===== src/sv/dpd_queue.sv =====
// Four-entry first-in first-out queue between the parser and the back end.
// Generic over its data width; no dependencies.
`timescale 1ns / 1ps

module dpd_queue #(
   parameter int WIDTH = 8
) (
   input  logic             clock,
   input  logic             reset,
   input  logic             push,
   input  logic [WIDTH-1:0] push_data,
   output logic             full,
   input  logic             pop,
   output logic             empty,
   output logic [WIDTH-1:0] pop_data
);

   localparam int DEPTH = 4;
   localparam int PW    = $clog2(DEPTH);

   logic [WIDTH-1:0] slot_ff [DEPTH];
   logic [PW-1:0]    wr_ptr_ff, wr_ptr_in;
   logic [PW-1:0]    rd_ptr_ff, rd_ptr_in;
   logic [PW:0]      count_ff, count_in;

   assign full     = (count_ff == (PW+1)'(DEPTH));
   assign empty    = (count_ff == '0);
   assign pop_data = slot_ff[rd_ptr_ff];

   always_comb begin
      wr_ptr_in = push ? wr_ptr_ff + PW'(1) : wr_ptr_ff;
      rd_ptr_in = pop  ? rd_ptr_ff + PW'(1) : rd_ptr_ff;
      count_in  = count_ff + (PW+1)'(push) - (PW+1)'(pop);
   end

   always_ff @(posedge clock) begin
      if (push) begin
         slot_ff[wr_ptr_ff] <= push_data;
      end
      if (reset) begin
         wr_ptr_ff <= '0;
         rd_ptr_ff <= '0;
         count_ff  <= '0;
      end else begin
         wr_ptr_ff <= wr_ptr_in;
         rd_ptr_ff <= rd_ptr_in;
         count_ff  <= count_in;
      end
   end

endmodule


===== config.mk =====
export PLATFORM = sky130hd
export DESIGN_NAME = dpd_queue
export DESIGN_NICKNAME = d
export VERILOG_FILES = /design/src/sv/dpd_queue.sv
export SDC_FILE = /design/constraint.sdc
export NUM_CORES = 1
export LEC_CHECK = 0
export ABC_AREA = 1
export BUFFER_PORTS_ARGS = -buffer_cell sky130_fd_sc_hd__buf_2
export CAP_MARGIN = 20
export CORE_ASPECT_RATIO = 1.25
export CORE_MARGIN = 3
export CORE_UTILIZATION = 40
export DETAILED_ROUTE_END_ITERATION = 10
export GPL_TIMING_DRIVEN = 1
export PLACE_DENSITY_LB_ADDON = 0.05
export SETUP_SLACK_MARGIN = 0.1
export SYNTH_ARGS = -nofsm -noshare
export SYNTH_HDL_FRONTEND = slang
export SYNTH_SLANG_ARGS = --single-unit

===== constraint.sdc =====
create_clock -name clock -period 1.7 [get_ports clock]
set_clock_uncertainty 0.2 [all_clocks]
set_input_delay 0.34 -clock clock [delete_from_list [all_inputs] [get_ports clock]]
set_output_delay 0.34 -clock clock [all_outputs]
set_load 0.05 [all_outputs]

# Word level (Yosys, flattened, before mapping)
# Memory sizes are Yosys's and may differ from the RTL's. A register that Yosys moved wholly into a read port is not among the register bits.
# Cells that the tools add are included.
[totals] register_bits=7 latchBits=0 ramBits=32 mem_bits_ro=0 input_bits=12 output_inout_bits=10 elab_cells=14 n_memories=1
[op_classes] add_sub_neg=4 mul=0 div_mod_pow=0 n_lt_le_gt_ge=0 eq_ne=1 n_shift=0 mux=4 bitwise=0 reduce_logical=1
[memory_table] name="slot_ff" words=4 word_bits=8 rd=1 rd_ports_with_merged_regs=1 wr=1 line="21" text="logic [WIDTH-1:0] slot_ff [DEPTH];"
[ops] cell="adder 2 x 1 -> 2 bit (second input constant)" n=2
[ops] cell="2-to-1 mux 2 bit" n=2
[ops] cell="adder 3 x 1 -> 3 bit" n=1
[ops] cell="equality test 3 bit (second input constant)" n=1
[ops] cell="logical NOT 3 bit" n=1
[ops] cell="subtractor 3 x 1 -> 3 bit" n=1
[ops] cell="2-to-1 mux 1 bit" n=2

# Longest topological paths before layout
[depth] ltp_word=3 ltp_mapped=9 depth_no_buf=9

# Worst setup path before layout
# No wires, ideal clock.
[synth_timing] path_type="register to output" from="register count_ff[1]" to="output full" t_arrival_ps=1397 required_ps=1160 slack_ps=-237 stages_incl_launch_ff=2 n_path_buf=0 cell_sequence="dfxtp_1 -> nor3_1"
[synth_between] elab_chain_cells=1
[synth_rtl] item="start, declared" line="24" text="logic [PW:0] count_ff, count_in;"
[synth_rtl] item="start signal, assigned" line="47" text="count_ff <= count_in;"
[synth_rtl] item="equality test 3 bit" line="26" text="assign full = (count_ff == (PW+1)'(DEPTH));"
[synth_rtl] item="end, declared" line="12" text="output logic full,"
# Every way passes these cells.

==> flow_summary.yaml <==
outcome:
  violations: "setup timing"
  status: "finished with violations"
sta:
  setup_ws_ns: -0.08810
  slew_headroom_pct: 75.59
  rsz0062_at_grt: "yes"
  min_period_ns: 1.788
  hold_viol: 0
  setup_viol: 8
  finalSetupTns_ns: -0.5537
  fmaxAchievable_ghz: 0.5593
  hold_slack_ns: 0.03977
  period_share_pct: 105.2
  slew_violations: 0
  tightestPinTransition_ns: 0.3658
global_routing:
  grt-ovfl-total: 0
  antenna_found_initial: 0
  grt_pass1_vias: 1094
  gr-usage-all-layers_pct: 12.92
  grt_max_degree: 33
  grt_pass1_wl_um: 4961
logic_synthesis:
  synth-seq-cells: 41
  netlist-cell-type-count: 16
  syn_avg_cell_area_um2: 11.48
  synth_nets: 169
  syn_area_mm2: 0.001722
  yosysWarnings: 0
  yosysSeqAreaShare_pct: 66.28
  syn_inst: 150
placed_design:
  port-buffer-count: 21
  placedInstanceArea_mm2: 0.001926
  pre_cts_slack_ns: -0.1282
  gp_congestion: 0.6950
  dp_hpwl_um: 1915
die:
  coreArea_mm2: 0.004131
  io_pins: 22
  chipHeight_um: 79.35
  die_w_um: 64.68
  dieArea_mm2: 0.005132
  core.rowCount: 26
  initial_core_util_pct: 41.67
setup_path:
  regToRegSetupSlack_ns: 0.01
  path_depth: 5
  critical_path.cell_chain: "buf_12 > a21oi_1 > o21ai_0 > nand2_1 > buf_6"
  reg2regPathDepth: 7
  worst-setup-path-type: "flop to primary output"
  r2r_start: "count_ff[0]"
  cp-end-kind: "primary output"
  start_kind: "flop"
  cp-endpoint: "pop_data[5]"
  cp.arrival_ns: 1.25
  max_stage_delay_ns: 0.33
  required_ns: 1.16
  critPathBufInv: 2
  crit_fanout: 32
  crit_family: "flip-flops"
  r2r-end: "count_ff[1]"
  cpMaxStageDelayCell: "dfxtp_2"
cells_and_area:
  drive_gt1_share_pct: 31.49
  final_common_cell: "edfxtp_1"
  diodes: 0
  nNetsFinal: 199
  fin_area_mm2: 0.002188
  nFillCells: 379
  area_growth_pct: 27.11
  most-common-layout-cells: "32 x edfxtp_1, 27 x inv_1, 23 x nand2_1"
cts:
  clock_latency_ns: 0.28
  ctsLongestPathBuffers: 2
  cts_tree: "built"
  clock_sinks: 41
  ctsRootBufferMaster: "clkbuf_8"
  worst_setup_hold_path_clk_slew_ns: 0.07
  cts-buffers-inserted: 5
  htree_levels: 2
  postCtsHoldBufs: 0
drt:
  drc_errors: 0
  wl_per_cell_um: 12.51
  vias: 1093
  ant_nets: 0
  first_pass_iters: 4
  finalWirelength_um: 2964
  drt-initial-drc-count: 36
  routed_via_density: 4.612
hold_path:
  hold_class: "input pin to flop"
power:
  peakVddDrop_mv: 0.7999
  totalPowerFinal_mw: 2.525
  powerDensity_mw_per_mm2: 1154
  p_leak_nw: 0.9111
job:
  max_cap_viol_count: 0
per-stage QoR:
step,std cells,util [%]
floorplan,150,-
global placement,228,46.61
detailed placement,228,46.61
CTS,236,52.21
global route,237,52.97
finish,237,52.97
sequential cells by signal, summed over array words and instances, names as in the netlist, named ones only:
signal and cells:
count_ff 3, rd_ptr_ff 2, slot_ff 32, wr_ptr_ff 2
cells by family after synthesis:
group	Yosys count	share of synthesized area (%)
adders and majority gates	7	5.523
DFF	41	66.28
AOI/OAI and AO/OA	34	11.26
and+or+nand+nor	30	6.685
buffers and inverters	38	10.25
Yosys cell counts, drive strengths merged:
library cell	number	share of area [%]
dfxtp	9	10
buf	5	3.1
edfxtp	32	56
o21ai	12	3.5
inv	33	7.2
fa	1	1.2
a21oi	14	4.3
nand2	24	5.2
ha	6	4.4
nor2	4	0.87
nor3	1	0.29
nand3	1	0.29
o211ai	8	3.5
final cells by class:
class / instances / area [µm²] / area share, %
clock buffer: 8 / 111.4 / 5.089
multi-input combinational: 71 / 476.7 / 21.78
inverter: 33 / 128.9 / 5.889
timing repair buffer: 28 / 252.7 / 11.55
sequential: 41 / 1149 / 52.49
tap: 56 / 70.07 / 3.202
routing by layer:
metal	vias to the layer above	wire length [µm]	track usage (%)	share of wire (%)
li1	553	-	-	-
met1	503	1172	14.39	40
met2	29	1577	22.00	53
met3	8	139	4.243	4.7
met4	0	74	6.342	2.5
met5	-	0	0	0
power by group:
part           internal, mW  switching [mW]  leakage (nW)
Sequential             1.15          0.0399         0.370
Combinational         0.235           0.381         0.484
Clock                 0.419           0.300        0.0566
worst min-delay path by stage:
stage | startpoint | end | slack (ns) | cells past startpoint
final | reset | count_ff[1] | 0.04 | 2
after global routing | reset | count_ff[1] | 0.02 | 2
after CTS | reset | count_ff[1] | 0.02 | 2
after detailed placement | rd_ptr_ff[1] | flop | 0.27 | 2
after global placement | rd_ptr_ff[1] | rd_ptr_ff[1] | 0.25 | 2
after floorplan | reset | count_ff[0] | 0.20 | 1
repair_timing:
action	4_1_cts	5_1_grt
pin swaps	7	5
resized for setup	38	9
hold endpoints to repair	0	0
buffers inserted	0	1
endpoints found under the setup margin	12	12
Power figures use the tool's default switching activity.
